<file path="src/apem_pkg.sv">
// Package for the least-cost extract table: constants, action codes and state type.
`default_nettype none

package apem_pkg;

    localparam int VERTICES_DEF   = 16;
    localparam int COST_WIDTH_DEF = 16;
    localparam int VERTEX_W       = 4;
    localparam int IN_COST_W      = 16;

    typedef enum logic [1:0] {
        ACT_CLEAR   = 2'd0,
        ACT_SET     = 2'd1,
        ACT_REMOVE  = 2'd2,
        ACT_EXTRACT = 2'd3
    } action_t;

    typedef enum logic [2:0] {
        S_INIT,
        S_IDLE,
        S_CLEAR,
        S_SCAN,
        S_DRAIN
    } state_t;

endpackage

`default_nettype wire

</file>
<file path="src/apem_ram.sv">
// Generic single-port RAM with registered read data.
`default_nettype none

module apem_ram #(
    parameter int WIDTH = 8,
    parameter int DEPTH = 16
) (
    input  wire logic                     clk,
    input  wire logic                     we,
    input  wire logic [$clog2(DEPTH)-1:0] addr,
    input  wire logic [WIDTH-1:0]         wdata,
    output logic      [WIDTH-1:0]         rdata
);

    logic [WIDTH-1:0] mem_reg [DEPTH];
    logic [WIDTH-1:0] rdata_reg;

    always_ff @(posedge clk)
    begin
        if (we)
        begin
            mem_reg[addr] <= wdata;
        end
        rdata_reg <= mem_reg[addr];
    end

    assign rdata = rdata_reg;

endmodule

`default_nettype wire

</file>
<file path="src/array_priority_extract_min_top.sv">
// Top level of the least-cost extract table: control FSM, scan comparator, entry RAM.
//
//  channel   | signals                        | handshake
//  ----------+--------------------------------+-------------------------------------
//  command   | action, vertex, cost           | taken on start && !busy
//  result    | found, min_vertex              | done high one cycle, no stall
//
// Set and remove write the RAM in the accept cycle and
// done follows on the next edge, so a new item can be taken every cycle.
// Extract reads each entry once through the single port in S_SCAN, then S_DRAIN
// folds in the last read and writes the winner back absent.
// Clear sweeps all VERTICES entries, one write per cycle, then raises done.
// After reset the same sweep runs with busy high and no done.
// The receiver cannot stall; each item yields exactly one done pulse.
`default_nettype none

module array_priority_extract_min_top
    import apem_pkg::*;
#(
    parameter int VERTICES   = VERTICES_DEF,
    parameter int COST_WIDTH = COST_WIDTH_DEF
) (
    input  wire logic                 clk,
    input  wire logic                 rst_n,
    input  wire logic                 start,
    output logic                      busy,
    input  wire logic [1:0]           action,
    input  wire logic [VERTEX_W-1:0]  vertex,
    input  wire logic [IN_COST_W-1:0] cost,
    output logic                      done,
    output logic                      found,
    output logic [VERTEX_W-1:0]       min_vertex
);

    localparam int AW = $clog2(VERTICES);
    localparam int WW = COST_WIDTH + 1;                 // {present, cost}
    localparam int XW = ((AW > VERTEX_W) ? AW : VERTEX_W) + 1;

    // control and scan registers
    state_t                state_reg, state_next;
    logic [AW-1:0]         cnt_reg, cnt_next;
    logic                  rd_valid_reg, rd_valid_next;
    logic [AW-1:0]         rd_idx_reg, rd_idx_next;
    logic                  have_reg, have_next;
    logic [AW-1:0]         best_idx_reg, best_idx_next;
    logic [COST_WIDTH-1:0] best_cost_reg, best_cost_next;
    logic                  done_reg, done_next;
    logic                  found_reg, found_next;
    logic [VERTEX_W-1:0]   min_vertex_reg, min_vertex_next;

    // RAM port
    logic                  ram_we;
    logic [AW-1:0]         ram_addr;
    logic [WW-1:0]         ram_wdata;
    logic [WW-1:0]         ram_rdata;

    // decode
    action_t               act;
    logic                  accept;
    logic [XW-1:0]         vtx_x;
    logic                  vtx_ok;
    logic [AW-1:0]         vtx_addr;
    logic                  cnt_last;

    // scan compare
    logic                  rd_present;
    logic [COST_WIDTH-1:0] rd_cost;
    logic                  take;
    logic                  fin_have;
    logic [AW-1:0]         fin_idx;
    logic [COST_WIDTH-1:0] fin_cost;

    apem_ram #(
        .WIDTH (WW),
        .DEPTH (VERTICES)
    ) u_ram (
        .clk   (clk),
        .we    (ram_we),
        .addr  (ram_addr),
        .wdata (ram_wdata),
        .rdata (ram_rdata)
    );

    assign act      = action_t'(action);
    assign accept   = start && (state_reg == S_IDLE);
    assign vtx_x    = XW'(vertex);
    assign vtx_ok   = (vtx_x < XW'(VERTICES));
    assign vtx_addr = vtx_x[AW-1:0];
    assign cnt_last = (cnt_reg == AW'(VERTICES - 1));

    assign rd_present = ram_rdata[COST_WIDTH];
    assign rd_cost    = ram_rdata[COST_WIDTH-1:0];
    // strict less-than keeps the lower index on a tie
    assign take       = rd_valid_reg && rd_present && (!have_reg || (rd_cost < best_cost_reg));
    assign fin_have   = have_reg || take;
    assign fin_idx    = take ? rd_idx_reg : best_idx_reg;
    assign fin_cost   = take ? rd_cost : best_cost_reg;

    always_ff @(posedge clk or negedge rst_n)
    begin
        if (!rst_n)
        begin
            state_reg    <= S_INIT;
            cnt_reg      <= '0;
            rd_valid_reg <= 1'b0;
            have_reg     <= 1'b0;
            done_reg     <= 1'b0;
        end
        else
        begin
            state_reg    <= state_next;
            cnt_reg      <= cnt_next;
            rd_valid_reg <= rd_valid_next;
            have_reg     <= have_next;
            done_reg     <= done_next;
        end
    end

    always_ff @(posedge clk)
    begin
        rd_idx_reg     <= rd_idx_next;
        best_idx_reg   <= best_idx_next;
        best_cost_reg  <= best_cost_next;
        found_reg      <= found_next;
        min_vertex_reg <= min_vertex_next;
    end

    always_comb
    begin
        state_next      = state_reg;
        cnt_next        = cnt_reg;
        rd_valid_next   = 1'b0;
        rd_idx_next     = cnt_reg;
        have_next       = have_reg;
        best_idx_next   = best_idx_reg;
        best_cost_next  = best_cost_reg;
        done_next       = 1'b0;
        found_next      = 1'b0;
        min_vertex_next = '0;
        ram_we          = 1'b0;
        ram_addr        = cnt_reg;
        ram_wdata       = '0;

        // fold in the read issued last cycle
        if (take)
        begin
            have_next      = 1'b1;
            best_idx_next  = rd_idx_reg;
            best_cost_next = rd_cost;
        end

        case (state_reg)
            S_INIT:
            begin
                ram_we   = 1'b1;
                cnt_next = cnt_reg + AW'(1);
                if (cnt_last)
                begin
                    cnt_next   = '0;
                    state_next = S_IDLE;
                end
            end

            S_IDLE:
            begin
                if (accept)
                begin
                    case (act)
                        ACT_CLEAR:
                        begin
                            cnt_next   = '0;
                            state_next = S_CLEAR;
                        end
                        ACT_SET:
                        begin
                            ram_we    = vtx_ok;
                            ram_addr  = vtx_addr;
                            ram_wdata = {1'b1, COST_WIDTH'(cost)};
                            done_next = 1'b1;
                        end
                        ACT_REMOVE:
                        begin
                            ram_we    = vtx_ok;
                            ram_addr  = vtx_addr;
                            ram_wdata = '0;
                            done_next = 1'b1;
                        end
                        ACT_EXTRACT:
                        begin
                            cnt_next   = '0;
                            have_next  = 1'b0;
                            state_next = S_SCAN;
                        end
                        default:
                        begin
                            done_next = 1'b1;
                        end
                    endcase
                end
            end

            S_CLEAR:
            begin
                ram_we   = 1'b1;
                cnt_next = cnt_reg + AW'(1);
                if (cnt_last)
                begin
                    cnt_next   = '0;
                    done_next  = 1'b1;
                    state_next = S_IDLE;
                end
            end

            S_SCAN:
            begin
                rd_valid_next = 1'b1;
                cnt_next      = cnt_reg + AW'(1);
                if (cnt_last)
                begin
                    cnt_next   = '0;
                    state_next = S_DRAIN;
                end
            end

            S_DRAIN:
            begin
                // last read lands here; winner goes back absent
                ram_we          = fin_have;
                ram_addr        = fin_idx;
                ram_wdata       = {1'b0, fin_cost};
                done_next       = 1'b1;
                found_next      = fin_have;
                min_vertex_next = fin_have ? VERTEX_W'(fin_idx) : '0;
                state_next      = S_IDLE;
            end

            default:
            begin
                state_next = S_IDLE;
            end
        endcase
    end

    assign busy       = (state_reg != S_IDLE);
    assign done       = done_reg;
    assign found      = found_reg;
    assign min_vertex = min_vertex_reg;

    // no write may land while a scan is reading the table
    a_scan_no_write: assert property (@(posedge clk) disable iff (!rst_n)
        (state_reg == S_SCAN) |-> !ram_we)
        else $error("RAM write during extract scan");

    // a found item only comes out of the final scan step
    a_found_src: assert property (@(posedge clk) disable iff (!rst_n)
        (done && found) |-> $past(state_reg == S_DRAIN))
        else $error("found raised outside extract");

    // read data is only tracked for reads the scan issued
    a_rd_src: assert property (@(posedge clk) disable iff (!rst_n)
        rd_valid_reg |-> $past(state_reg == S_SCAN))
        else $error("stray read valid");

    // the reset sweep gives no result
    a_init_quiet: assert property (@(posedge clk) disable iff (!rst_n)
        (state_reg == S_INIT) |=> !done)
        else $error("result during reset sweep");

endmodule

`default_nettype wire
</file>
<file path="config.mk">
export PLATFORM = sky130hd
export DESIGN_NAME = array_priority_extract_min_top
export DESIGN_NICKNAME = d
export VERILOG_FILES = /design/src/apem_pkg.sv /design/src/apem_ram.sv /design/src/array_priority_extract_min_top.sv
export SDC_FILE = /design/constraint.sdc
export NUM_CORES = 1
export LEC_CHECK = 0
export ABC_AREA = 1
export BUFFER_PORTS_ARGS = -buffer_cell sky130_fd_sc_hd__buf_2
export CORE_AREA = 5 5 199 201
export DETAILED_ROUTE_END_ITERATION = 10
export DIE_AREA = 0 0 204 206
export HOLD_SLACK_MARGIN = 0.08
export PLACE_DENSITY = 0.49
export SETUP_SLACK_MARGIN = 0.1
export SKIP_LAST_GASP = 1
export SYNTH_ARGS = -nofsm -noshare
export SYNTH_HDL_FRONTEND = slang
export SYNTH_SLANG_ARGS = --single-unit
</file>
<file path="constraint.sdc">
create_clock -name clk -period 6.9 [get_ports clk]
set_input_delay 1.38 -clock clk [delete_from_list [all_inputs] [get_ports clk]]
set_output_delay 1.38 -clock clk [all_outputs]
set_load 0.01 [all_outputs]
</file>
==> flow_metrics.py, run 1 <==
metrics = {
    "status": {
        "status": "finished, final reports clean",
    },
    "timing": {
        "setup-violations-final": 0,
        "drv_slew": 0,
        "fin_skew_ns": 0.0148,
        "finalHoldViolCount": 0,
        "rsz0062_at_grt": "no",
        "tightestPinTransition_ns": 1.15,
        "max_slew_margin": 0.230,
        "min_period_over_period": 0.652,
        "finalCriticalPeriod_ns": 4.50,
        "fmax_mhz": 222,
        "holdWs_ns": 0.430,
        "setup_tns_ns": 0,
    },
    "grt": {
        "first_global_vias": 9568,
        "overflow": 0,
        "antenna_found_initial": 3,
        "grtUsageTotal": 0.177,
        "grt_pass1_wl_um": 56700,
        "grt_start_max_net_pins": 82,
    },
    "critical_path": {
        "crit_chain": "inv_1, ha_1, a21oi_1, o21a_1, nand2_1, nand2_1, nand2_1, nand2_2, nand2_4, nand2_1, nand3_1, nand2_4, buf_4, nand4_1, nor2_2",
        "critPathRequiredTime_ns": 7.04,
        "rr_startpoint": "best_cost_reg[5]$_DFF_P_",
        "cp_common_cell": "nand2_1",
        "r2r_end": "u_ram.mem_reg[5][8]$_DFFE_PP_",
        "crit_path_start_kind": "flop",
        "endpoint_kind": "flop",
        "worstPathArrival_ns": 4.65,
        "cpPeakStageDelay_ns": 0.87,
        "reg2reg_depth": 15,
        "cpMaxStageDelayCell": "nor2_2",
        "critical_path_peak_fanout": 61,
        "critPathKind": "flop to flop",
        "reg2reg_slack_ns": 2.40,
    },
    "clocking": {
        "postCtsResizedCells": 0,
        "htreeDepth": 2,
        "cts-buffers-inserted": 38,
        "cts.reportedPaths.clkPinSlew_ns": 0.05,
        "cts_setup_buffers": 0,
        "cts_tree": "done",
        "postCtsHoldBufs": 0,
        "cts_sinks": 328,
        "max-clock-path-buffers": 3,
        "clk_latency_ns": 0.54,
        "cts_root_buf": "clkbuf_16",
    },
    "worst_hold_path": {
        "min_to": "rd_idx_reg[2]$_DFF_P_",
        "hold_start": "cnt_reg[2]$_DFFE_PN0P_",
        "hold_path_class": "flop to flop",
        "hold_depth": 0,
    },
    "floorplan": {
        "fp.dieArea_um2": 42000,
        "io_pins": 32,
        "rows": 71,
        "initial_core_util": 0.377,
        "core_area_um2": 37400,
        "die_h_um": 206,
        "die_x_um": 204,
    },
    "layout": {
        "largest_reg_flops": 272,
        "final_common_cell": "nand2_1",
        "layout.nets": 1469,
        "final_cell_mix": "631 x nand2_1, 272 x edfxtp_1, 147 x nand3_1",
        "area_growth_pct": 12.6,
        "drive_gt1_frac": 0.0966,
        "diodes": 0,
    },
    "synthesis": {
        "avgSynthCellArea_um2": 10.0,
        "synth_top_cell_area_share": 0.579,
        "syn-num-nets": 1454,
        "yosys_register_bits": 328,
        "synthesis.area_um2": 14100,
        "yosys.area.top_type": "edfxtp_1",
        "ys_top_cells_by_area": "edfxtp_1 58%, nand2_1 17%, dfxtp_1 6.5%",
        "ys_types": 38,
        "synthCells": 1410,
        "ys_seq_area_frac": 0.662,
        "yosysWarnings": 0,
    },
    "placement": {
        "port-buffer-count": 31,
        "dp_hpwl_um": 22300,
        "globalplace.congestion": 0.829,
    },
    "route": {
        "maxUsedRoutingLayer": "met4",
        "firstDrtPassIters": 5,
        "wire_per_inst_um": 18.9,
        "via_per_inst": 4.94,
        "met1Wirelength_um": 17000,
        "wl_met3_um": 2090,
        "wl_met2_um": 17300,
        "drc": 0,
        "drt-initial-drc-count": 655,
        "detail-route-antenna-nets": 0,
        "routed_wl_um": 37000,
        "vias": 9692,
    },
    "power_and_ir_drop": {
        "max-vdd-ir-drop_mv": 0.292,
        "leakagePower_nw": 6.88,
        "cellPowerDensity_nw_per_um2": 532,
    },
    "job": {
        "cap_violations": 0,
    },
}
## stage by stage
step | total power [W] | std cells | setup WS [ns] | area [um^2] | util
final | 0.00846 | 1960 | 2.40 | 15900 | 0.425
after global routing | 0.00911 | 1960 | 1.98 | 15900 | 0.425
after global placement | 0.00661 | 1896 | 2.08 | 14700 | 0.394
after CTS | 0.00856 | 1960 | 2.31 | 15900 | 0.425
after floorplan | 0.00546 | 1410 | 2.97 | 14100 | -
after detailed placement | 0.00663 | 1896 | 2.02 | 14700 | 0.394
## metal layers
layer  vias up  global-route usage
li1       4689                   -
met1      4701               0.249
met2       254               0.290
met3        48              0.0270
met4         0              0.0409
met5         -                   0
## Yosys cell counts
| master | instances |
|---|---|
| nand2_1 | 634 |
| edfxtp_1 | 272 |
| nand3_1 | 147 |
| inv_1 | 70 |
| nor2_1 | 49 |
| buf_2 | 47 |
| dfxtp_1 | 46 |
| a21oi_1 | 25 |
| ha_1 | 19 |
| a22o_1 | 16 |
| clkbuf_1 | 15 |
| inv_2 | 11 |
| dfrtp_1 | 10 |
| buf_4 | 4 |
| nand2_2 | 4 |
| nor3_1 | 4 |
| a211oi_1 | 3 |
| a31oi_1 | 3 |
| buf_1 | 3 |
| nor2_4 | 3 |
| o21ai_0 | 3 |
| and2_1 | 2 |
| nand2_4 | 2 |
| nand4_1 | 2 |
| o21ai_2 | 2 |
| o22ai_1 | 2 |
| a22oi_1 | 1 |
| a22oi_4 | 1 |
| buf_6 | 1 |
| clkinv_1 | 1 |
| inv_4 | 1 |
| nor2_8 | 1 |
| nor3_2 | 1 |
| o21a_1 | 1 |
| o311ai_0 | 1 |
| o32ai_1 | 1 |
| xnor2_1 | 1 |
| xor2_1 | 1 |
## cells by family after synthesis
group,Yosys count,share of synthesized area
XOR/XNOR,2,0.00124
flip-flops,328,0.662
AO/OA/AOI/OAI,59,0.0287
adder cells (fa/ha/maj),19,0.0168
AND/OR/NAND/NOR,849,0.245
buffers and inverters,153,0.0466
## critical path, delay by kind of cell, from the launching register on
family	cells	cell delay [ns]
compound gates	2	0.31
flops	1	0.30
fa+ha+maj	1	0.31
buf+inv	2	0.67
simple gates	10	2.48
## final cells by class
type	instances	area [um^2]
multi-input cells	929	4190
fillers	3650	21500
flip-flops and latches	328	9340
repair buffers	45	260
clock inverters	18	176
clock buffers	46	981
well taps	511	639
inverters	83	314
## where the power goes
part	internal [W]	switching (W)	total, W
Clock	0.00112	0.000782	0.00190
Sequential	0.00268	0.000128	0.00281
Combinational	0.000942	0.00281	0.00375
Total	0.00475	0.00371	0.00846
## worst max path at each step
stage / start / cells past startpoint / slack (ns) / endpoint
final: best_cost_reg[5]$_DFF_P_ / 15 / 2.40 / u_ram.mem_reg[5][8]$_DFFE_PP_
after global routing: best_cost_reg[5]$_DFF_P_ / 15 / 1.98 / u_ram.mem_reg[5][8]$_DFFE_PP_
after CTS: best_cost_reg[5]$_DFF_P_ / 15 / 2.31 / u_ram.mem_reg[5][8]$_DFFE_PP_
after detailed placement: action[0] / 12 / 2.02 / u_ram.mem_reg[5][12]$_DFFE_PP_
after global placement: action[0] / 12 / 2.08 / u_ram.mem_reg[5][0]$_DFFE_PP_
after floorplan: action[0] / 12 / 2.97 / u_ram.mem_reg[7][0]$_DFFE_PP_
Note: power is estimated with default switching activity, not from simulation.
==> inputs of run 2 (changes only) <==
==> constraint.sdc (replaced) <==
create_clock -name clk -period 4.2 [get_ports clk]
set_input_delay 0.84 -clock clk [delete_from_list [all_inputs] [get_ports clk]]
set_output_delay 0.84 -clock clk [all_outputs]
set_load 0.01 [all_outputs]
==> run 2 against run 1 <==
  * Clock skew is 0.0015 ns lower
  * Flip-flop and latch count stayed put
  * Routed wire length is 0.46% higher
  * Global-route usage is 0.052 points lower
  * Worst setup slack worse by 1.7 ns
  * Die area stayed put
  * Sequential share of layout area is 0.95 points lower
  * Cell count is 1.4% higher
  * Clock-buffer cell count is 8 higher
  * Critical endpoint is now u_ram.mem_reg[5][14]$_DFFE_PP_
  * Largest cell class unchanged
  * Highest routed layer unchanged
==> flow_metrics.py, run 2 (same netlist as run 1, synthesis figures left out) <==
metrics = {
    "status": {
        "status": "finished, final reports clean",
    },
    "route": {
        "wire_per_inst_um": 18.7,
        "via_per_inst": 4.84,
        "firstDrtPassIters": 5,
        "routed_wl_um": 37100,
        "drt-initial-drc-count": 759,
        "drc": 0,
        "detail-route-antenna-nets": 0,
        "vias": 9627,
    },
    "timing": {
        "finalWorstSetupSlack_ns": 0.699,
        "setup-violations-final": 0,
        "setup_tns_ns": 0,
        "min_period_over_period": 0.833,
        "drv_slew": 0,
        "fin_skew_ns": 0.0133,
        "rsz0062_at_grt": "no",
        "finalCriticalPeriod_ns": 3.50,
        "finalHoldViolCount": 0,
        "fmax_mhz": 286,
        "holdWs_ns": 0.169,
        "tightestPinTransition_ns": 0.996,
        "max_slew_margin": 0.336,
    },
    "layout": {
        "layout.nets": 1493,
        "final_cell_mix": "631 x nand2_1, 272 x edfxtp_1, 147 x nand3_1",
        "drive_gt1_frac": 0.117,
        "diodes": 0,
        "final-seq-area_um2": 9340,
        "final_core_util": 0.432,
        "final_common_cell": "nand2_1",
        "area_growth_pct": 14.5,
        "largest_reg_flops": 272,
        "multiInputGateArea_um2": 4190,
        "fillers": 3615,
    },
    "grt": {
        "grt_start_max_net_pins": 76,
        "overflow": 0,
        "grt_pass1_wl_um": 56800,
        "antenna_found_initial": 0,
        "grtUsageTotal": 0.176,
        "first_global_vias": 9351,
    },
    "power_and_ir_drop": {
        "leakagePower_nw": 7.06,
        "internal_power_w": 0.00799,
        "cellPowerDensity_nw_per_um2": 872,
        "p_sw_w": 0.00611,
        "max-vdd-ir-drop_mv": 0.412,
        "power.total_w": 0.0141,
        "clkPwrFrac": 0.224,
        "seq_power_share": 0.329,
        "swShare": 0.433,
        "comb_power_share": 0.447,
    },
    "critical_path": {
        "cpMaxStageDelayCell": "dfxtp_1",
        "critPathRequiredTime_ns": 4.39,
        "path_buf_inv": 2,
        "worstPathArrival_ns": 3.69,
        "critical_path_peak_fanout": 36,
        "rr_startpoint": "u_ram.rdata[3]$_DFF_P_",
        "endpoint_kind": "flop",
        "path_delay_family": "simple AND/OR/NAND/NOR gates",
        "cpPeakStageDelay_ns": 0.44,
        "critPathKind": "flop to flop",
        "crit_start": "u_ram.rdata[3]$_DFF_P_",
        "cp_common_cell": "nand2_1",
        "crit_chain": "ha_1, a21oi_1, nand2_1, nand2_1, nand2_1, nand2_1, nand2_1, nand2_2, nand2_4, nand2_1, nand3_1, nand2_4, buf_4, nand4_1, nor2_2, buf_4",
        "crit_path_start_kind": "flop",
    },
    "placement": {
        "port-buffer-count": 31,
        "dp_hpwl_um": 22300,
        "dp_slack_ns": 0.593,
        "globalplace.congestion": 0.795,
    },
    "clocking": {
        "cts_root_buf": "clkbuf_16",
        "postCtsResizedCells": 0,
        "cts.reportedPaths.clkPinSlew_ns": 0.06,
        "cts_setup_buffers": 0,
        "max-clock-path-buffers": 3,
        "cts_sinks": 328,
        "htreeDepth": 2,
        "cts-buffers-inserted": 37,
        "postCtsHoldBufs": 0,
        "clk_latency_ns": 0.52,
        "cts_tree": "done",
    },
    "floorplan": {
        "initial_core_util": 0.377,
        "rows": 71,
        "die_x_um": 204,
        "io_pins": 32,
        "fp.dieArea_um2": 42000,
        "die_h_um": 206,
        "core_area_um2": 37400,
    },
    "job": {
        "cap_violations": 0,
    },
    "worst_hold_path": {
        "hold_path_class": "input port to asynchronous set/reset pin",
    },
}
run 2: cell count changes in the layout (fill, tap and decap cells not counted):
| cell | previous run | this run |
|---|---|---|
| clkinv_1 | 7 | 2 |
| buf_4 | 14 | 36 |
| buf_12 | 0 | 3 |
| bufinv_16 | 3 | 1 |
| clkbuf_1 | 8 | 7 |
| clkbuf_8 | 0 | 9 |
| clkinv_2 | 6 | 8 |
| clkinv_8 | 1 | 0 |
run 2: power by group through the flow:
stage	clock network, W	registers, W	logic [W]
finish	0.00315	0.00463	0.00631
global route	0.00337	0.00469	0.00714
CTS	0.00324	0.00464	0.00638
detailed placement	0	0.00470	0.00636
global placement	0	0.00469	0.00637
floorplan	0	0.00462	0.00435
run 2: per-stage QoR:
step | instance area [um^2] | instances
final | 16200 | 1987
after floorplan | 14100 | 1410
after global routing | 16200 | 1987
after CTS | 16200 | 1987
after detailed placement | 15000 | 1921
after global placement | 15000 | 1921
run 2: path summary, 6_finish.rpt:
| check | cells after the start | slack (ns) | endpoint |
|---|---|---|---|
| worst max-delay path | 16 | 0.70 | u_ram.mem_reg[5][14]$_DFFE_PP_ |
| worst min-delay path | 1 | 0.17 | state_reg[1]$_DFFE_PN0P_ |
| worst max register to register | 16 | 0.70 | u_ram.mem_reg[5][14]$_DFFE_PP_ |
| worst min register to register | 0 | 0.44 | rd_idx_reg[2]$_DFF_P_ |
| max in group asynchronous | 1 | 3.84 | done$_DFF_PN0_ |
| min in group clk | 0 | 0.44 | rd_idx_reg[2]$_DFF_P_ |
run 2: metal layers:
layer,GRT usage,vias up,part of all wire
li1,-,4736,-
met1,0.257,4633,0.48
met2,0.277,214,0.45
met3,0.0298,44,0.055
met4,0.0412,0,0.019
met5,0,-,0
run 2: layout make-up:
class                      count  area share
multi-input combinational    929       0.259
clock buffer                  54      0.0681
clock inverter                12     0.00565
sequential                   328       0.578
timing repair buffer          70      0.0300
inverter                      83      0.0194
tap                          511      0.0396
